--- config.mk ---
export PLATFORM = sky130hd
export DESIGN_NAME = jack_plug_detect_trigger_filter
export DESIGN_NICKNAME = d
export VERILOG_FILES = /design/src/rtl/core/jpd_pkg.sv /design/src/rtl/core/jack_plug_detect_trigger_filter.sv /design/src/rtl/core/jpd_hist.sv /design/src/rtl/core/jpd_trig_filter.sv
export SDC_FILE = /design/constraint.sdc
export NUM_CORES = 1
export LEC_CHECK = 0
export BUFFER_PORTS_ARGS = -buffer_cell sky130_fd_sc_hd__buf_2
export CAP_MARGIN = 20
export CORE_ASPECT_RATIO = 0.5
export CORE_MARGIN = 2
export CORE_UTILIZATION = 62
export DETAILED_ROUTE_END_ITERATION = 6
export MAX_ROUTING_LAYER = met4
export PLACE_DENSITY = 0.89
export REMOVE_ABC_BUFFERS = 1
export SETUP_SLACK_MARGIN = 0.05
export SYNTH_ARGS = -nofsm -noshare
export SYNTH_HDL_FRONTEND = slang
export SYNTH_SLANG_ARGS = --single-unit
--- constraint.sdc ---
create_clock -name clk -period 10.1 [get_ports clk]
set_input_delay 1.515 -clock clk [delete_from_list [all_inputs] [get_ports clk]]
set_output_delay 1.515 -clock clk [all_outputs]
set_load 0.05 [all_outputs]
--- src/rtl/core/jpd_pkg.sv ---
// Package for the jack plug detect and trigger filter block.
// Sizes, action codes, the tick control struct and the popcount helper.
// No dependencies.
`default_nettype none

package jpd_pkg;

	localparam int HISTORY_LEN     = 10;
	localparam int JACKS           = 4;
	localparam int THR_W           = 4;
	localparam int SLOT_W          = $clog2(HISTORY_LEN);
	localparam int CNT_W           = $clog2(HISTORY_LEN + 1);
	localparam int CMP_W           = (CNT_W > THR_W) ? CNT_W : THR_W;
	localparam logic [THR_W-1:0] THRESHOLD_RESET = THR_W'(8);

	// jack order in level and flag vectors
	localparam int J_GATE1 = 0;
	localparam int J_TRIG1 = 1;
	localparam int J_GATE2 = 2;
	localparam int J_TRIG2 = 3;

	typedef enum logic {
		ACT_TICK = 1'b0,
		ACT_POLL = 1'b1
	} action_t;

	typedef struct packed {
		logic              en;
		logic [SLOT_W-1:0] slot;
		logic              probe;
	} tick_t;

	function automatic logic [CNT_W-1:0] count_ones(input logic [HISTORY_LEN-1:0] v);
		logic [CNT_W-1:0] n;
		n = '0;
		for (int i = 0; i < HISTORY_LEN; i++) begin
			n = n + CNT_W'(v[i]);
		end
		return n;
	endfunction

endpackage

`default_nettype wire

--- src/rtl/core/jack_plug_detect_trigger_filter.sv ---
// Jack plug detection by normalisation probe with trigger filtering.
// One result beat per input beat, through an input register, then a result
// register; a new beat is taken every cycle while results drain. A probe tick
// (action 0) toggles the probe, records per-jack matches in the history ring and
// refreshes the unplugged flags; a poll (action 1) gives rising-edge trigger
// pulses for channels whose gate and trigger jacks are both plugged.
// Threshold (reset value 8) is written through cfg_we/cfg_wdata, by the user only while idle;
// the block does not enforce that. Depends on jpd_pkg, jpd_hist, jpd_trig_filter.
`default_nettype none

module jack_plug_detect_trigger_filter (
	input  wire logic                     clk,
	input  wire logic                     arst_n,
	input  wire logic                     cfg_we,
	input  wire logic [jpd_pkg::THR_W-1:0] cfg_wdata,
	input  wire logic                     in_valid,
	output logic                          in_ready,
	input  wire logic                     action,
	input  wire logic                     gate1_level,
	input  wire logic                     trig1_level,
	input  wire logic                     gate2_level,
	input  wire logic                     trig2_level,
	output logic                          out_valid,
	input  wire logic                     out_ready,
	output logic                          probe_out,
	output logic                          gate1_unplugged,
	output logic                          trig1_unplugged,
	output logic                          gate2_unplugged,
	output logic                          trig2_unplugged,
	output logic                          trig1_pulse,
	output logic                          trig2_pulse
);
	import jpd_pkg::*;

	logic [THR_W-1:0]  thr_q;
	logic              probe_q;
	logic [SLOT_W-1:0] slot_q;
	logic [JACKS-1:0]  flags_q;

	logic              v_s1;
	action_t           act_s1;
	logic [JACKS-1:0]  lvl_s1;

	logic              adv;
	logic              is_tick;
	tick_t             tick;
	logic [JACKS-1:0]  hit;
	logic [1:0]        pulse;
	logic [JACKS-1:0]  flags_nxt;
	logic [SLOT_W-1:0] slot_nxt;

	assign adv      = v_s1 && (!out_valid || out_ready);
	assign in_ready = !v_s1 || adv;
	assign is_tick  = (act_s1 == ACT_TICK);

	assign tick.en    = adv && is_tick;
	assign tick.slot  = slot_q;
	assign tick.probe = !probe_q;

	assign flags_nxt = is_tick ? hit : flags_q;
	assign slot_nxt  = (slot_q == SLOT_W'(HISTORY_LEN - 1)) ? '0 : slot_q + 1'b1;

	for (genvar j = 0; j < JACKS; j++) begin : g_jack
		jpd_hist u_hist (
			.clk       (clk),
			.arst_n    (arst_n),
			.tick      (tick),
			.level     (lvl_s1[j]),
			.threshold (thr_q),
			.unplugged (hit[j])
		);
	end

	jpd_trig_filter u_trig (
		.clk        (clk),
		.arst_n     (arst_n),
		.poll_en    (adv && !is_tick),
		.trig_level ({lvl_s1[J_TRIG2], lvl_s1[J_TRIG1]}),
		.flags      (flags_q),
		.pulse      (pulse)
	);

	always_ff @(posedge clk or negedge arst_n) begin
		if (!arst_n) begin
			thr_q   <= THRESHOLD_RESET;
			probe_q <= 1'b0;
			slot_q  <= '0;
			flags_q <= '1;
		end else begin
			if (cfg_we) begin
				thr_q <= cfg_wdata;
			end
			if (tick.en) begin
				probe_q <= !probe_q;
				slot_q  <= slot_nxt;
				flags_q <= hit;
			end
		end
	end

	always_ff @(posedge clk or negedge arst_n) begin
		if (!arst_n) begin
			v_s1      <= 1'b0;
			out_valid <= 1'b0;
		end else begin
			if (in_ready) begin
				v_s1 <= in_valid;
			end
			if (adv) begin
				out_valid <= 1'b1;
			end else if (out_ready) begin
				out_valid <= 1'b0;
			end
		end
	end

	always_ff @(posedge clk) begin
		if (in_valid && in_ready) begin
			act_s1 <= action_t'(action);
			lvl_s1 <= {trig2_level, gate2_level, trig1_level, gate1_level};
		end
		if (adv) begin
			probe_out       <= is_tick ? !probe_q : probe_q;
			gate1_unplugged <= flags_nxt[J_GATE1];
			trig1_unplugged <= flags_nxt[J_TRIG1];
			gate2_unplugged <= flags_nxt[J_GATE2];
			trig2_unplugged <= flags_nxt[J_TRIG2];
			trig1_pulse     <= !is_tick && pulse[0];
			trig2_pulse     <= !is_tick && pulse[1];
		end
	end

endmodule

`default_nettype wire

--- src/rtl/core/jpd_hist.sv ---
// Match history ring and unplugged decision for one jack.
// Depends on jpd_pkg.
`default_nettype none

module jpd_hist (
	input  wire logic                     clk,
	input  wire logic                     arst_n,
	input  wire jpd_pkg::tick_t           tick,
	input  wire logic                     level,
	input  wire logic [jpd_pkg::THR_W-1:0] threshold,
	output logic                          unplugged
);
	import jpd_pkg::*;

	logic [HISTORY_LEN-1:0] ring_q;
	logic [HISTORY_LEN-1:0] ring_nxt;

	always_comb begin
		ring_nxt = ring_q;
		ring_nxt[tick.slot] = (level == tick.probe);
	end

	assign unplugged = CMP_W'(count_ones(ring_nxt)) >= CMP_W'(threshold);

	always_ff @(posedge clk or negedge arst_n) begin
		if (!arst_n) begin
			ring_q <= '0;
		end else if (tick.en) begin
			ring_q <= ring_nxt;
		end
	end

endmodule

`default_nettype wire

--- src/rtl/core/jpd_trig_filter.sv ---
// Rising-edge trigger filter for both channels, gated by plug state.
// Depends on jpd_pkg.
`default_nettype none

module jpd_trig_filter (
	input  wire logic                     clk,
	input  wire logic                     arst_n,
	input  wire logic                     poll_en,
	input  wire logic [1:0]               trig_level,
	input  wire logic [jpd_pkg::JACKS-1:0] flags,
	output logic      [1:0]               pulse
);
	import jpd_pkg::*;

	logic [1:0] last_q;

	assign pulse[0] = !flags[J_GATE1] && !flags[J_TRIG1] && trig_level[0] && !last_q[0];
	assign pulse[1] = !flags[J_GATE2] && !flags[J_TRIG2] && trig_level[1] && !last_q[1];

	always_ff @(posedge clk or negedge arst_n) begin
		if (!arst_n) begin
			last_q <= '0;
		end else if (poll_en) begin
			last_q <= trig_level;
		end
	end

endmodule

`default_nettype wire

==> impl_metrics.yaml <==
setup_path:
  setup.worst_path.start_class: "flip-flop"
  crit_path_frequent_cell: "sky130_fd_sc_hd__fa_1"
  worst-endpoint-required_ns: 10.19
  critPathTopFamily: "adder cells"
  critical_path_cell_sequence: "nor4b_4 > nor2_1 > a21oi_1 > ha_1 > inv_1 > fa_1 > fa_1 > fa_1 > inv_1 > fa_1 > inv_1 > fa_1 > inv_1 > ha_1 > o211ai_1 > o21ai_0 > mux2_2"
  crit_buf_inv: 4
  timing.critical_path.to_type: "flip-flop"
  cpMaxStageDelayCell: "sky130_fd_sc_hd__dfrtp_1"
  slowest_delay_ns: 0.78
  timing.setup.critical_path_class: "flip-flop to flip-flop"
  critical_path.max_fanout: 15
  arrival_ns: 5.58
clock_tree:
  latest_clock_arrival_within_the_worst_skew_pair_ns: 0.34
  cts_tree: "built"
  clk_path_buf_depth: 2
  cts_root_buffer: "sky130_fd_sc_hd__clkbuf_16"
  cts_setup_buffers: 0
  cts_resized: 0
  ctsHtreeMaxLevel: 3
  hold_buffers: 0
  clock_sink_count: 69
  cts_made_buffers: 9
  clk_transition_reported_paths_ns: 0.06
routing:
  via_per_inst: 6.061
  drt-wirelength-per-cell_um: 20.15
  routed_wire_length_um: 10820
  drt_pass1_iterations: 7
  detailedRoute.firstIterationViolations: 291
  detail_route.drc_violations: 1
  postRouteAntennaNets: 0
  num_vias: 3255
finish:
  post-route-cell-area_mm2: 0.005107
  nets: 510
  drive_above_1_share_pct: 25.17
  num_antenna_cells: 0
  area_delta_synth_final_pct: 10.44
grt:
  groute.layer.met1.usage_pct: 33.95
  busiest_grt_layer: "met2"
  grt_util_met3_pct: 8.753
  largest_net_degree_at_the_start_of_global_routing: 58
  antenna_violations_before_repair: 0
  vias_in_the_first_global_route: 3310
  grtUsageTotal_pct: 28.88
  global_route.overflow_total: 0
  grt_pass1_wl_um: 17130
  global_route_track_usage_on_met2_pct: 44.83
timing:
  finalWorstPathRequiredPeriod_ns: 5.492
  final.setup.tns_ns: 0
  skew_ns: 0.007165
  drv_slew: 0
  relSlewSlack_pct: 29.91
  unrepaired_setup_endpoints_after_global_routing: "false"
  timing.final.hold_violations: 0
  max_frequency_ghz: 0.1821
  setup_viol: 0
  layout_worst_path_cycle_share_pct: 54.38
  worst-slew-pin-transition_ns: 1.048
synthesis:
  ys_top_cells_by_area: "sky130_fd_sc_hd__dfrtp_1 (28%), sky130_fd_sc_hd__mux2_2 (11%), sky130_fd_sc_hd__fa_1 (10%), sky130_fd_sc_hd__ha_1 (9.7%), sky130_fd_sc_hd__edfxtp_1 (7.8%)"
  yosys_synthesis_warning_count: 0
  seq_area_frac_synth_pct: 38.77
  post-synth-top-count-cell: "sky130_fd_sc_hd__dfrtp_1"
  synth_cell_type_count: 41
  synth_top_cell_by_area: "sky130_fd_sc_hd__dfrtp_1"
  ys_dominant_reg_cell: "sky130_fd_sc_hd__dfrtp_1"
  synth_cells: 409
  asyncSetResetFlopFracSynth_pct: 82.61
  postSynthAreaPerCell_um2: 11.31
  area_of_the_mapped_netlist_mm2: 0.004624
  netlist.area_leader.share_pct: 28.14
  yosys_register_bits: 69
  synth_enable_flop_cells: 12
  synth_top_cells_by_count: "sky130_fd_sc_hd__dfrtp_1 (52), sky130_fd_sc_hd__mux2_2 (47), sky130_fd_sc_hd__inv_1 (46), sky130_fd_sc_hd__ha_1 (36), sky130_fd_sc_hd__a21oi_1 (30)"
placed_design:
  portBuffers: 22
  post-dp-hpwl_um: 7196
  gp_congestion: 0.9271
  place_area_mm2: 0.004816
floorplan:
  initial_utilization_pct: 63.64
  fp.coreArea_mm2: 0.007267
  fp.dieH_um: 65.07
  top_level_ports: 23
  design.die.area_mm2: 0.008208
  die_span_x_um: 126.1
  num_rows: 22
outcome:
  violations_in_the_final_reports: "design-rule violations"
  run_status: "finished, violations left"
job:
  maxCapViolations: 0
worst_hold_path:
  timing.hold.worst.class: "flip-flop to flip-flop"
-- stage by stage --
| stage | instances | hold WS, ns | util, % | setup WS, ns |
|---|---|---|---|---|
| 2_1_floorplan | 396 | 0.4739 | - | 5.216 |
| 3_3_place_gp | 520 | 0.4849 | 66.27 | 4.950 |
| 3_5_place_dp | 520 | 0.4890 | 66.27 | 4.813 |
| 4_1_cts | 536 | 0.5015 | 70.18 | 4.689 |
| 5_1_grt | 537 | 0.5115 | 70.28 | 4.292 |
| 6_report | 537 | 0.5057 | 70.28 | 4.608 |
-- final timing paths --
kind	startpoint	to	slack, ns	depth (start not counted)
max in group asynchronous	arst_n	g_jack[2].u_hist.ring_q[3]	8.29	2
hold reg to reg	g_jack[1].u_hist.ring_q[6]	g_jack[1].u_hist.ring_q[6]	0.51	1
setup / recovery	slot_q[0]	gate1_unplugged	4.61	17
hold / removal	g_jack[1].u_hist.ring_q[6]	g_jack[1].u_hist.ring_q[6]	0.51	1
setup reg to reg	slot_q[0]	gate1_unplugged	4.61	17
min in group asynchronous	arst_n	g_jack[0].u_hist.ring_q[4]	1.33	2
-- cell families (layout without fill, tap and decap cells) --
group           after synthesis  count (layout)  share of synthesized area [%]
mux                          47              47                          11.44
flops                        69              69                          38.77
compound gates               73              73                          8.956
simple gates                 85              85                          12.12
fa+ha+maj                    60              60                          20.13
buf+inv                      59              91                          5.546
xor+xnor                     16              16                          3.030
-- per-layer routing --
layer / vias up / share of wire (%)
li1: 1456 / -
met1: 1589 / 41
met2: 160 / 46
met3: 50 / 8.1
met4: 0 / 4.5
met5: - / 0
-- state kept, by name, summed over array words and instances (netlist names) --
name and cells:
g_jack.u_hist.ring_q 40, flags_q 4, lvl_s1 4, slot_q 4, thr_q 4, u_trig.last_q 2
act_s1 1, gate1_unplugged 1, gate2_unplugged 1, out_valid 1, probe_out 1, probe_q 1
trig1_pulse 1, trig1_unplugged 1, trig2_pulse 1, trig2_unplugged 1, v_s1 1
-- layout make-up --
type                       instances  area [µm²]
clock buffer                      10       229.0
clock inverter                     6       55.05
fill                             444        2160
inverter                          46       172.7
multi-input combinational        281        2575
sequential                        69        1793
tap                               96       120.1
timing repair buffer              29       162.7
-- cells in the final DEF, fill, tap and decap left out, types with 3 or more instances in the layout --
master                      synthesis  layout
sky130_fd_sc_hd__o21ai_0           25      25
sky130_fd_sc_hd__dfstp_2            5       5
sky130_fd_sc_hd__dfrtp_1           52      52
sky130_fd_sc_hd__buf_2              7      22
sky130_fd_sc_hd__o211ai_1           3       3
sky130_fd_sc_hd__nand3_1            5       5
sky130_fd_sc_hd__and2_1             3       3
sky130_fd_sc_hd__xor2_1             8       8
sky130_fd_sc_hd__edfxtp_1          12      12
sky130_fd_sc_hd__fa_1              24      24
sky130_fd_sc_hd__inv_1             46      46
sky130_fd_sc_hd__a21oi_1           30      30
sky130_fd_sc_hd__nand2b_1           4       4
sky130_fd_sc_hd__and4bb_2           3       3
sky130_fd_sc_hd__mux2_2            47      47
sky130_fd_sc_hd__nor4b_4            4       4
sky130_fd_sc_hd__nand3_2            5       5
sky130_fd_sc_hd__ha_1              36      36
sky130_fd_sc_hd__a31oi_1            3       3
sky130_fd_sc_hd__xnor2_1            8       8
sky130_fd_sc_hd__buf_4              3       7
sky130_fd_sc_hd__nand2_1           25      25
sky130_fd_sc_hd__clkbuf_16          0       9
sky130_fd_sc_hd__nor2_1            23      23
sky130_fd_sc_hd__o21bai_1           4       4
Power is not shown: default switching activity piles up to over one toggle a cycle in this logic, so the estimate is an artifact.
